File: config.mk
export PLATFORM = sky130hd
export DESIGN_NAME = primitive_topology_to_list
export DESIGN_NICKNAME = d
export VERILOG_FILES = /design/src/sv/ptl_pkg.sv /design/src/sv/primitive_topology_to_list.sv /design/src/sv/ptl_front.sv /design/src/sv/ptl_queue.sv /design/src/sv/ptl_back.sv
export SDC_FILE = /design/constraint.sdc
export NUM_CORES = 1
export LEC_CHECK = 0
export CORE_AREA = 5 5 164 166
export CTS_CLUSTER_DIAMETER = 120
export DETAILED_ROUTE_END_ITERATION = 8
export DIE_AREA = 0 0 169 171
export DONT_BUFFER_PORTS = 1
export GPL_TIMING_DRIVEN = 0
export PLACE_DENSITY = 0.59
export RECOVER_POWER = 100
export SLEW_MARGIN = 10
export SYNTH_ARGS = -nofsm -noshare
export SYNTH_HDL_FRONTEND = slang
export SYNTH_HIERARCHICAL = 1
export SYNTH_SLANG_ARGS = --single-unit
export TNS_END_PERCENT = 30
File: constraint.sdc
create_clock -name clk_i -period 10.9 [get_ports clk_i]
set_clock_uncertainty 0.2 [all_clocks]
set_input_delay 2.18 -clock clk_i [delete_from_list [all_inputs] [get_ports clk_i]]
set_output_delay 2.18 -clock clk_i [all_outputs]
set_load 0.05 [all_outputs]
File: src/sv/ptl_pkg.sv
`default_nettype none

package ptl_pkg;

  // index width of vertices and results
  localparam int unsigned IDX_W = 16;

  // entries in the primitive queue between assembler and serializer
  localparam int unsigned QUEUE_DEPTH = 2;
  localparam int unsigned QPTR_W = (QUEUE_DEPTH > 1) ? $clog2(QUEUE_DEPTH) : 1;
  localparam int unsigned QCNT_W = $clog2(QUEUE_DEPTH + 1);

  // topology register codes, six and seven have no meaning
  typedef enum logic [2:0] {
    TOPO_POINTS     = 3'd0,
    TOPO_LINES      = 3'd1,
    TOPO_LINE_STRIP = 3'd2,
    TOPO_TRIS       = 3'd3,
    TOPO_TRI_STRIP  = 3'd4,
    TOPO_TRI_FAN    = 3'd5
  } topo_e;

  localparam topo_e TOPO_RESET = TOPO_TRI_STRIP;

  // one assembled primitive, cnt holds the number of indices (1 to 3)
  typedef struct packed {
    logic [2:0][IDX_W-1:0] idx;
    logic [1:0]            cnt;
  } prim_t;

endpackage

`default_nettype wire

File: src/sv/primitive_topology_to_list.sv
// Primitive assembler: turns a stream of vertex indices in point list,
// line list, line strip, triangle list, triangle strip or triangle fan
// form into list-form indices, one index per output transaction.
// Input channel: in_valid_i / in_stall_o with vertex_index_i and
// last_vertex_i; last_vertex_i ends the current strip and drops any
// partial primitive. Output channel: out_valid_o / out_stall_i with
// out_index_o and primitive_end_o, set on the last index of a primitive.
// Configuration: cfg_valid_i / cfg_ready_o writes cfg_topology_i; the
// write also restarts assembly. Write it only while the block is idle.
// The first index of a primitive passes through the primitive queue and
// the output register. The output port moves one index per cycle while
// out_stall_i is low, and a vertex is accepted every cycle while the
// two-entry primitive queue has room.
// Reset: topology is triangle strip, queue and output are empty.
// A stalled receiver holds the output register; the queue fills and
// then in_stall_o rises until the serializer drains an entry.
`default_nettype none

module primitive_topology_to_list import ptl_pkg::*; (
  input  wire logic             clk_i,
  input  wire logic             rst_ni,
  // configuration
  input  wire logic             cfg_valid_i,
  output logic                  cfg_ready_o,
  input  wire logic [2:0]       cfg_topology_i,
  // vertex input
  input  wire logic             in_valid_i,
  output logic                  in_stall_o,
  input  wire logic [IDX_W-1:0] vertex_index_i,
  input  wire logic             last_vertex_i,
  // index output
  output logic                  out_valid_o,
  input  wire logic             out_stall_i,
  output logic [IDX_W-1:0]      out_index_o,
  output logic                  primitive_end_o
);

  logic  push, full, q_valid, pop;
  prim_t prim, head;

  assign cfg_ready_o = 1'b1;

  ptl_front u_front (
    .clk_i          (clk_i),
    .rst_ni         (rst_ni),
    .cfg_we_i       (cfg_valid_i),
    .cfg_topology_i (cfg_topology_i),
    .in_valid_i     (in_valid_i),
    .in_stall_o     (in_stall_o),
    .vertex_index_i (vertex_index_i),
    .last_vertex_i  (last_vertex_i),
    .push_o         (push),
    .prim_o         (prim),
    .full_i         (full)
  );

  ptl_queue u_queue (
    .clk_i   (clk_i),
    .rst_ni  (rst_ni),
    .push_i  (push),
    .prim_i  (prim),
    .full_o  (full),
    .valid_o (q_valid),
    .head_o  (head),
    .pop_i   (pop)
  );

  ptl_back u_back (
    .clk_i           (clk_i),
    .rst_ni          (rst_ni),
    .valid_i         (q_valid),
    .head_i          (head),
    .pop_o           (pop),
    .out_valid_o     (out_valid_o),
    .out_stall_i     (out_stall_i),
    .out_index_o     (out_index_o),
    .primitive_end_o (primitive_end_o)
  );

endmodule

`default_nettype wire

File: src/sv/ptl_front.sv
`default_nettype none

module ptl_front import ptl_pkg::*; (
  input  wire logic             clk_i,
  input  wire logic             rst_ni,
  // topology write
  input  wire logic             cfg_we_i,
  input  wire logic [2:0]       cfg_topology_i,
  // vertex transaction
  input  wire logic             in_valid_i,
  output logic                  in_stall_o,
  input  wire logic [IDX_W-1:0] vertex_index_i,
  input  wire logic             last_vertex_i,
  // primitive queue write side
  output logic                  push_o,
  output prim_t                 prim_o,
  input  wire logic             full_i
);

  topo_e            topology_q;
  logic [IDX_W-1:0] older_q, older_d;
  logic [IDX_W-1:0] newer_q, newer_d;
  logic [IDX_W-1:0] anchor_q, anchor_d;
  logic [1:0]       seen_q, seen_d;
  logic             odd_q, odd_d;
  logic             accept;
  logic             emit;
  prim_t            prim;

  assign in_stall_o = full_i;
  assign accept     = in_valid_i && !full_i;

  // assembly step for one vertex
  always_comb begin
    older_d  = older_q;
    newer_d  = newer_q;
    anchor_d = anchor_q;
    seen_d   = seen_q;
    odd_d    = odd_q;
    emit     = 1'b0;
    prim     = '0;
    case (topology_q)
      TOPO_POINTS: begin
        prim.idx[0] = vertex_index_i;
        prim.cnt    = 2'd1;
        emit        = 1'b1;
      end
      TOPO_LINES: begin
        if (seen_q == 2'd0) begin
          older_d = vertex_index_i;
          seen_d  = 2'd1;
        end else begin
          prim.idx[0] = older_q;
          prim.idx[1] = vertex_index_i;
          prim.cnt    = 2'd2;
          emit        = 1'b1;
          seen_d      = 2'd0;
        end
      end
      TOPO_LINE_STRIP: begin
        if (seen_q != 2'd0) begin
          prim.idx[0] = newer_q;
          prim.idx[1] = vertex_index_i;
          prim.cnt    = 2'd2;
          emit        = 1'b1;
        end
        newer_d = vertex_index_i;
        seen_d  = 2'd1;
      end
      TOPO_TRIS: begin
        if (seen_q == 2'd0) begin
          older_d = vertex_index_i;
          seen_d  = 2'd1;
        end else if (seen_q == 2'd1) begin
          newer_d = vertex_index_i;
          seen_d  = 2'd2;
        end else begin
          prim.idx[0] = older_q;
          prim.idx[1] = newer_q;
          prim.idx[2] = vertex_index_i;
          prim.cnt    = 2'd3;
          emit        = 1'b1;
          seen_d      = 2'd0;
        end
      end
      TOPO_TRI_STRIP: begin
        if (seen_q == 2'd0) begin
          older_d = vertex_index_i;
          seen_d  = 2'd1;
        end else if (seen_q == 2'd1) begin
          newer_d = vertex_index_i;
          seen_d  = 2'd2;
        end else begin
          // odd triangles swap the last two to keep the winding
          prim.idx[0] = older_q;
          prim.idx[1] = odd_q ? vertex_index_i : newer_q;
          prim.idx[2] = odd_q ? newer_q : vertex_index_i;
          prim.cnt    = 2'd3;
          emit        = 1'b1;
          odd_d       = ~odd_q;
          older_d     = newer_q;
          newer_d     = vertex_index_i;
        end
      end
      TOPO_TRI_FAN: begin
        if (seen_q == 2'd0) begin
          anchor_d = vertex_index_i;
          seen_d   = 2'd1;
        end else if (seen_q == 2'd1) begin
          newer_d = vertex_index_i;
          seen_d  = 2'd2;
        end else begin
          prim.idx[0] = anchor_q;
          prim.idx[1] = newer_q;
          prim.idx[2] = vertex_index_i;
          prim.cnt    = 2'd3;
          emit        = 1'b1;
          newer_d     = vertex_index_i;
        end
      end
      default: begin
        emit = 1'b0;
      end
    endcase
    // end of strip drops any partial primitive
    if (last_vertex_i) begin
      seen_d = 2'd0;
      odd_d  = 1'b0;
    end
  end

  assign push_o = accept && emit;
  assign prim_o = prim;

  // assembler state
  always_ff @(posedge clk_i or negedge rst_ni) begin
    if (!rst_ni) begin
      topology_q <= TOPO_RESET;
      older_q    <= '0;
      newer_q    <= '0;
      anchor_q   <= '0;
      seen_q     <= 2'd0;
      odd_q      <= 1'b0;
    end else if (cfg_we_i) begin
      topology_q <= topo_e'(cfg_topology_i);
      seen_q     <= 2'd0;
      odd_q      <= 1'b0;
    end else if (accept) begin
      older_q  <= older_d;
      newer_q  <= newer_d;
      anchor_q <= anchor_d;
      seen_q   <= seen_d;
      odd_q    <= odd_d;
    end
  end

  // checks
  a_seen_range: assert property (@(posedge clk_i) disable iff (!rst_ni)
    seen_q != 2'd3)
    else $error("seen count out of range");

  a_push_cnt: assert property (@(posedge clk_i) disable iff (!rst_ni)
    push_o |-> (prim_o.cnt != 2'd0))
    else $error("empty primitive pushed");

  a_last_clears: assert property (@(posedge clk_i) disable iff (!rst_ni)
    (accept && last_vertex_i && !cfg_we_i) |=> (seen_q == 2'd0 && !odd_q))
    else $error("end of strip did not clear assembly state");

endmodule

`default_nettype wire

File: src/sv/ptl_queue.sv
`default_nettype none

module ptl_queue import ptl_pkg::*; (
  input  wire logic  clk_i,
  input  wire logic  rst_ni,
  input  wire logic  push_i,
  input  wire prim_t prim_i,
  output logic       full_o,
  output logic       valid_o,
  output prim_t      head_o,
  input  wire logic  pop_i
);

  prim_t             mem_q [QUEUE_DEPTH];
  logic [QPTR_W-1:0] wr_ptr_q, rd_ptr_q;
  logic [QCNT_W-1:0] count_q;
  logic              do_push, do_pop;

  assign full_o  = (count_q == QCNT_W'(QUEUE_DEPTH));
  assign valid_o = (count_q != '0);
  assign head_o  = mem_q[rd_ptr_q];
  assign do_push = push_i && !full_o;
  assign do_pop  = pop_i && valid_o;

  // entry storage
  always_ff @(posedge clk_i) begin
    if (do_push) begin
      mem_q[wr_ptr_q] <= prim_i;
    end
  end

  // pointers and fill count
  always_ff @(posedge clk_i or negedge rst_ni) begin
    if (!rst_ni) begin
      wr_ptr_q <= '0;
      rd_ptr_q <= '0;
      count_q  <= '0;
    end else begin
      if (do_push) begin
        wr_ptr_q <= (wr_ptr_q == QPTR_W'(QUEUE_DEPTH - 1)) ? '0 : wr_ptr_q + 1'b1;
      end
      if (do_pop) begin
        rd_ptr_q <= (rd_ptr_q == QPTR_W'(QUEUE_DEPTH - 1)) ? '0 : rd_ptr_q + 1'b1;
      end
      if (do_push && !do_pop) begin
        count_q <= count_q + 1'b1;
      end else if (do_pop && !do_push) begin
        count_q <= count_q - 1'b1;
      end
    end
  end

  // checks
  a_count_bound: assert property (@(posedge clk_i) disable iff (!rst_ni)
    count_q <= QCNT_W'(QUEUE_DEPTH))
    else $error("queue overfilled");

  a_no_push_full: assert property (@(posedge clk_i) disable iff (!rst_ni)
    push_i |-> !full_o)
    else $error("push into full queue");

  a_count_up: assert property (@(posedge clk_i) disable iff (!rst_ni)
    (do_push && !do_pop) |=> (count_q == $past(count_q) + 1'b1))
    else $error("fill count missed a push");

endmodule

`default_nettype wire

File: src/sv/ptl_back.sv
`default_nettype none

module ptl_back import ptl_pkg::*; (
  input  wire logic        clk_i,
  input  wire logic        rst_ni,
  // primitive queue read side
  input  wire logic        valid_i,
  input  wire prim_t       head_i,
  output logic             pop_o,
  // index transaction
  output logic             out_valid_o,
  input  wire logic        out_stall_i,
  output logic [IDX_W-1:0] out_index_o,
  output logic             primitive_end_o
);

  logic             out_valid_q, out_valid_d;
  logic [IDX_W-1:0] out_index_q, out_index_d;
  logic             out_end_q, out_end_d;
  logic [1:0]       pos_q, pos_d;
  logic             can_load;
  logic             at_end;

  assign can_load = !out_valid_q || !out_stall_i;
  assign at_end   = (pos_q == head_i.cnt - 2'd1);

  // walk the head primitive one index per cycle while the output is not stalled
  always_comb begin
    out_valid_d = out_valid_q;
    out_index_d = out_index_q;
    out_end_d   = out_end_q;
    pos_d       = pos_q;
    pop_o       = 1'b0;
    if (can_load) begin
      out_valid_d = valid_i;
      if (valid_i) begin
        out_index_d = head_i.idx[pos_q];
        out_end_d   = at_end;
        if (at_end) begin
          pos_d = 2'd0;
          pop_o = 1'b1;
        end else begin
          pos_d = pos_q + 2'd1;
        end
      end
    end
  end

  // output register
  always_ff @(posedge clk_i or negedge rst_ni) begin
    if (!rst_ni) begin
      out_valid_q <= 1'b0;
      pos_q       <= 2'd0;
    end else begin
      out_valid_q <= out_valid_d;
      pos_q       <= pos_d;
    end
  end

  always_ff @(posedge clk_i) begin
    out_index_q <= out_index_d;
    out_end_q   <= out_end_d;
  end

  assign out_valid_o     = out_valid_q;
  assign out_index_o     = out_index_q;
  assign primitive_end_o = out_end_q;

  // checks
  a_pos_range: assert property (@(posedge clk_i) disable iff (!rst_ni)
    valid_i |-> (pos_q < head_i.cnt))
    else $error("index position past primitive size");

  a_pop_marks_end: assert property (@(posedge clk_i) disable iff (!rst_ni)
    pop_o |=> (out_valid_q && out_end_q))
    else $error("pop without primitive end on output");

  a_pos_reset: assert property (@(posedge clk_i) disable iff (!rst_ni)
    pop_o |=> (pos_q == 2'd0))
    else $error("position not rewound after primitive");

endmodule

`default_nettype wire

==> impl_metrics.ini, run 1 <==
[setup_path]
crit_type = primary input to flop
cp_top_family = simple AND/OR/NAND/NOR gates
path_cells = nand2b_1, a21oi_1, nand2_1, nor2_1, clkbuf_1
end_kind = flop
worstPathArrival_ns = 5.44
crit_buf_inv = 1
critical_path_required_ns = 10.73
startpoint_type = primary input
worst_path_max_delay_cell = nor2_1
max_stage_delay_ns = 1.70
path_max_fanout = 27

[global_routing]
grt_pass1_vias = 4984
grt-ovfl-total = 0
gr-usage-all-layers = 0.128
grt_pass1_wl_um = 28800
grt_max_degree = 62
antenna_found_initial = 0

[route]
via_count = 4905
drtIter0Drc = 400
highest_layer = met4
drc = 0
drtPass1Iterations = 7
met1_length_um = 7690
wl_met2_um = 9320
wl_um = 18200
viasPerCell = 5.13
met3_wirelength_um = 910
wl_per_cell_um = 19.0
ant_nets = 0

[synth]
ys_seq_area_frac = 0.583
synthDistinctLibCells = 52
syn_inst = 588
avgSynthCellArea_um2 = 14.7
syn-cell-area_um2 = 8650
synth_nets = 614
ys_ff_latch = 178
synth-warning-count = 6

[finish]
nets = 635
drive_above_1_share = 0.230
layout_commonest_cell = edfxtp_1
syn_to_final_growth_pct = 9.87
final_util = 0.373
layout_common_cells = edfxtp_1, dfrtp_1, nand2_1
stdcell_count = 957
design_area_um2 = 9500
n_antenna_cell = 0

[placement]
placed_area_um2 = 9130
hpwl_um = 13300
place_congestion = 0.925
io_buffers = 0
dp_slack_ns = 6.69
placedCellCount = 925

[floorplan]
die_width_um = 169
initial_core_util = 0.340
rows = 59
ios = 45
core-area_um2 = 25500
die_area_um2 = 28900
chipHeight_um = 171

[clock_network]
cts-root-buf = clkbuf_16
cts_tree = yes
cts-resized-gates = 0
cts_sinks = 178
postCtsSetupBuffers = 0
clkTransAtPathRegs_ns = 0.07
cts_inserted_buffers = 17
htreeDepth = 4
insertion_delay_ns = 0.42
ctsHoldBuffers = 0
cts.path.max_buffers = 2

[timing]
fin_crit_ns = 5.62
max_freq_ghz = 0.178
fin_crit_sh = 0.515
tns_ns = 0
slew_headroom = -0.539
setup_violations = 0
tightest_slew_ns = 2.30
finalHoldViolCount = 0
slew_viol_final = 28
rsz0062_at_grt = no
worst_slack_ns = 5.28

[run_status]
outcome = finished, violations left
violations = capacitance limit, slew limit

[min_path]
hold_path.class = flop to flop

[pwr]
power_frac_clock = 0.257
vdd_drop_max_uv = 117
intPower_w = 0.00159
power.density_nw_per_um2 = 251
seqPwrFrac = 0.490
switching_power_w = 0.000794
cellLeakagePower_nw = 3.72
swShare = 0.334
combPwrFrac = 0.253

[run]
max-cap-violations = 1
==> logic make-up (layout without fill, tap and decap cells) <==
family	after synthesis	in the layout	synth area share
XOR/XNOR	7	7	0.00796
AO/OA/AOI/OAI	108	108	0.0984
multiplexers	149	149	0.219
AND/OR/NAND/NOR	94	94	0.0508
flip-flops	178	178	0.583
adder cells (fa/ha/maj)	1	1	0.00145
other	1	1	0.000434
buffers and inverters	50	84	0.0389
==> power groups by stage <==
stage,registers [W],logic (W),clock network [W]
after floorplan,0.00114,0.000550,0
after CTS,0.00117,0.000675,0.000625
after global routing,0.00119,0.000654,0.000658
after detailed placement,0.00118,0.000673,0
after global placement,0.00117,0.000650,0
final,0.00117,0.000602,0.000612
==> cell type report <==
class / count / area [um2]
clock inverters: 11 / 139
inverters: 7 / 26.3
flip-flops and latches: 178 / 5040
multi-input cells: 360 / 3170
clock buffers: 21 / 450
well taps: 335 / 419
fillers: 2371 / 16000
plain buffers: 43 / 245
repair buffers: 2 / 7.51
==> state kept, by name (all words and copies together) (netlist names), 2 cells and up <==
| register | flops |
|---|---|
| u_back/out_index_o | 16 |
| u_back/pos_q | 2 |
| u_front/anchor_q | 16 |
| u_front/newer_q | 16 |
| u_front/older_q | 16 |
| u_front/seen_q | 2 |
| u_front/topology_q | 3 |
| u_queue/count_q | 2 |
| u_queue/mem_q | 100 |
==> metrics by stage <==
| stage | hold WS (ns) | total power, W |
|---|---|---|
| finish | 0.298 | 0.00238 |
| CTS | 0.300 | 0.00247 |
| detailed placement | 0.289 | 0.00185 |
| global route | 0.314 | 0.00250 |
| global placement | 0.270 | 0.00182 |
| floorplan | 0.256 | 0.00169 |
==> worst paths after layout <==
path,cells past startpoint,slack (ns),to,from
setup / recovery,5,5.28,u_queue/mem_q[0][16]$_DFFE_PP_,in_valid_i
hold / removal,1,0.30,u_queue/count_q[1]$_DFFE_PN0P_,u_queue/count_q[1]$_DFFE_PN0P_
setup reg to reg,9,6.03,u_queue/mem_q[0][16]$_DFFE_PP_,u_front/topology_q[0]$_DFFE_PN0P_
hold reg to reg,1,0.30,u_queue/count_q[1]$_DFFE_PN0P_,u_queue/count_q[1]$_DFFE_PN0P_
max in group asynchronous,0,9.08,u_front/topology_q[2]$_DFFE_PN1P_,rst_ni
min in group asynchronous,0,1.25,u_queue/count_q[1]$_DFFE_PN0P_,rst_ni
==> synthesized netlist by cell type, drive strengths merged <==
cell type	n	share of area
nor3	8	0.0052
nor2	9	0.0039
xor2	2	0.0020
a222oi	16	0.019
o21ai	22	0.013
nand4	1	0.00072
or3	1	0.00072
nor3b	1	0.00087
a221o	1	0.0012
nor4	1	0.0014
dfstp	1	0.0030
and3	2	0.0014
a31oi	1	0.00072
mux2	116	0.18
and2	1	0.00072
nand2	54	0.024
xnor2	5	0.0059
edfxtp	117	0.41
and4	1	0.0010
a2bb2oi	1	0.0010
o2bb2ai	16	0.016
ha	1	0.0014
dfrtp	60	0.17
o21ba	1	0.0012
a21o	3	0.0026
nand3	1	0.00058
mux2i	33	0.038
nand2b	8	0.0058
conb	1	0.00043
buf	29	0.030
o21a	4	0.0035
inv	7	0.0030
a21oi	6	0.0035
a22o	32	0.032
clkbuf	14	0.0061
and3b	1	0.0010
o22ai	1	0.00072
or2	2	0.0014
a211oi	3	0.0026
a21bo	1	0.0012
nor2b	3	0.0022
==> routing by layer <==
| layer | vias up | track usage |
|---|---|---|
| met3 | 22 | 0.0330 |
| met4 | 0 | 0.0371 |
| met5 | - | 0 |
| li1 | 2288 | - |
| met2 | 131 | 0.222 |
| met1 | 2464 | 0.158 |
==> worst reg2reg max path, stage by stage (launching register included) <==
cell      delay, ns
dfrtp_1        0.35
buf_4          0.16
buf_2          0.22
nand2_1        0.11
a21oi_1        0.08
a21o_1         0.19
a21oi_1        0.19
nand2_1        0.13
nor2_1         1.70
clkbuf_1       1.13
No activity file was read; power rests on OpenSTA's default activity.
==> run 2: changes to the inputs <==
--- a/config.mk
+++ b/config.mk
@@ -5,13 +5,14 @@
 export SDC_FILE = /design/constraint.sdc
 export NUM_CORES = 1
 export LEC_CHECK = 0
-export CORE_AREA = 5 5 164 166
+export ABC_AREA = 1
+export CORE_AREA = 5 5 165 167
 export CTS_CLUSTER_DIAMETER = 120
 export DETAILED_ROUTE_END_ITERATION = 8
-export DIE_AREA = 0 0 169 171
+export DIE_AREA = 0 0 170 172
 export DONT_BUFFER_PORTS = 1
 export GPL_TIMING_DRIVEN = 0
-export PLACE_DENSITY = 0.59
+export PLACE_DENSITY = 0.6
 export RECOVER_POWER = 100
 export SLEW_MARGIN = 10
 export SYNTH_ARGS = -nofsm -noshare
==> constraint.sdc (replaced) <==
create_clock -name clk_i -period 5.7 [get_ports clk_i]
set_clock_uncertainty 0.2 [all_clocks]
set_input_delay 1.14 -clock clk_i [delete_from_list [all_inputs] [get_ports clk_i]]
set_output_delay 1.14 -clock clk_i [all_outputs]
set_load 0.05 [all_outputs]
==> run 2 against run 1 <==
Sequential cell count is the same. The run now ends clean. Global-route usage grew 2.2 points. Utilization grew 0.66 points. Worst hold slack lost 0.10 ns. Count of clock-buffer cells in the layout shrank 4. Highest routed layer unchanged.
==> impl_metrics.ini, run 2 <==
[clock_network]
cts_inserted_buffers = 17
cts.path.max_buffers = 2
clkTransAtPathRegs_ns = 0.07
cts-root-buf = clkbuf_16
ctsHoldBuffers = 0
cts_tree = yes
cts_sinks = 178
cts-resized-gates = 0
postCtsSetupBuffers = 0
htreeDepth = 4
insertion_delay_ns = 0.44

[pwr]
power_frac_clock = 0.249
switching_power_w = 0.00180
intPower_w = 0.00272
vdd_drop_max_uv = 303
swShare = 0.398
combPwrFrac = 0.264
cellLeakagePower_nw = 4.22
seqPwrFrac = 0.488
power.density_nw_per_um2 = 465

[timing]
fin_crit_sh = 0.672
fin_crit_ns = 3.83
slew_viol_final = 0
slew_headroom = 0.139
tns_ns = 0
max_freq_ghz = 0.261
tightest_slew_ns = 1.29
rsz0062_at_grt = no
finalHoldViolCount = 0
setup_violations = 0

[floorplan]
initial_core_util = 0.345
die_area_um2 = 29200
core-area_um2 = 25600
chipHeight_um = 172
die_width_um = 170
rows = 59
ios = 45

[finish]
nets = 1019
fillCellCount = 2498
drive_above_1_share = 0.109
syn_to_final_growth_pct = 10.0
n_antenna_cell = 0
design_area_um2 = 9730
layout_common_cells = nand2_1, edfxtp_1, o21ai_0
layout_commonest_cell = nand2_1
largest_reg_flops = 100
regMostFlops = u_queue/mem_q

[route]
wl_um = 21600
ant_nets = 0
drc = 0
drtIter0Drc = 443
viasPerCell = 4.80
wl_per_cell_um = 16.1
drtPass1Iterations = 5
via_count = 6440

[global_routing]
grt_pass1_vias = 6178
use_met2 = 0.248
antenna_found_initial = 0
grt.met1_usage = 0.192
gr-usage-all-layers = 0.150
met3_usage = 0.0370
grt-ovfl-total = 0
grt_pass1_wl_um = 34000
grt_busiest_layer = met2
grt_max_degree = 62

[run_status]
outcome = finished clean

[synth]
yosys-top-cells-count = nand2_1, edfxtp_1, nand3_1, o21ai_1, dfrtp_1
synth_async_sr_flop_share = 0.343
yosysMostFrequentCell = nand2_1
ys_seq_area_frac = 0.570
syn-cell-area_um2 = 8840
synthDistinctLibCells = 37
yosysTopAreaCell = edfxtp_1
syn_inst = 971
synth_edf_count = 117
synth-warning-count = 6
ys_ff_latch = 178
synthFlopType = edfxtp_1
synth_nets = 997
ys_top_cells_by_area = edfxtp_1, dfrtp_1, nand2_1
netlist.area_leader.share = 0.397
avgSynthCellArea_um2 = 9.11

[setup_path]
startpoint_type = flop
reg2reg_slack_ns = 1.87
path_max_fanout = 22
end_kind = flop
crit_start = u_front/topology_q[2]$_DFFE_PN1P_
worstPathArrival_ns = 3.77
rr_endpoint = u_queue/mem_q[1][15]$_DFFE_PP_
r2r_start = u_front/topology_q[2]$_DFFE_PN1P_
crit_type = flop to flop
r2r_cells = 11
critical_path_required_ns = 5.64

[placement]
placed_area_um2 = 9340
hpwl_um = 16400
place_congestion = 0.860
io_buffers = 0

[run]
max-cap-violations = 0

[min_path]
hold_path.class = primary input to async pin
run 2: through the flow:
step                       util  cells  power [W]  hold slack, ns  setup WS, ns
after CTS                 0.387   1341    0.00462           0.174          2.73
final                     0.380   1341    0.00452           0.195          1.87
after detailed placement  0.365   1309    0.00349           0.272          2.75
after global routing      0.380   1341    0.00479           0.163          1.54
after floorplan               -    971    0.00311           0.242          1.49
after global placement    0.362   1306    0.00346           0.261         0.165
run 2: power by group through the flow:
stage	Sequential (W)	Combinational, W	Clock (W)
floorplan	0.00217	0.000937	0
global placement	0.00222	0.00124	0
detailed placement	0.00223	0.00127	0
CTS	0.00220	0.00127	0.00115
global route	0.00224	0.00135	0.00120
finish	0.00220	0.00119	0.00112
run 2: cell type report:
class	instances	area [um2]	area share
clock buffer	17	425	0.0437
timing repair buffer	3	75.1	0.00772
inverter	56	220	0.0226
clock inverter	15	136	0.0140
tap	335	419	0.0431
buffer	52	332	0.0341
sequential	178	5040	0.518
multi-input combinational	685	3080	0.316
run 2: logic make-up (layout without fill, tap and decap cells):
| group | Yosys count | after routing | synth area share |
|---|---|---|---|
| XOR/XNOR | 1 | 1 | 0.000991 |
| buffers and inverters | 108 | 143 | 0.0703 |
| flip-flops | 178 | 178 | 0.570 |
| other | 1 | 1 | 0.000424 |
| adder cells (fa/ha/maj) | 1 | 1 | 0.00141 |
| AO/OA/AOI/OAI | 141 | 141 | 0.0897 |
| AND/OR/NAND/NOR | 541 | 541 | 0.267 |
run 2: worst max path at each step:
stage | to | slack, ns | cells past startpoint
after global routing | u_queue/mem_q[1][47]$_DFFE_PP_ | 1.54 | 11
after global placement | u_queue/mem_q[1][46]$_DFFE_PP_ | 0.17 | 7
final | u_queue/mem_q[1][15]$_DFFE_PP_ | 1.87 | 11
after floorplan | u_queue/mem_q[1][0]$_DFFE_PP_ | 1.49 | 4
after CTS | u_queue/mem_q[1][7]$_DFFE_PP_ | 2.73 | 9
after detailed placement | u_queue/mem_q[1][46]$_DFFE_PP_ | 2.75 | 9
run 2: metal layers:
layer	up-vias	routed length [um]
met5	-	0
li1	3266	-
met4	0	645
met3	38	1120
met1	2969	9690
met2	167	10200
run 2: critical path, cell delays in order, from the launching register on:
cell        delay, ns
dfstp_1          0.45
inv_1            0.24
nand3_1          0.23
clkinvlp_2       0.34
nand2_1          0.15
nand3b_1         0.16
nor2_1           0.06
nor2_1           0.12
o21ai_0          0.13
nor2_1           0.98
buf_16           0.25
buf_16           0.19
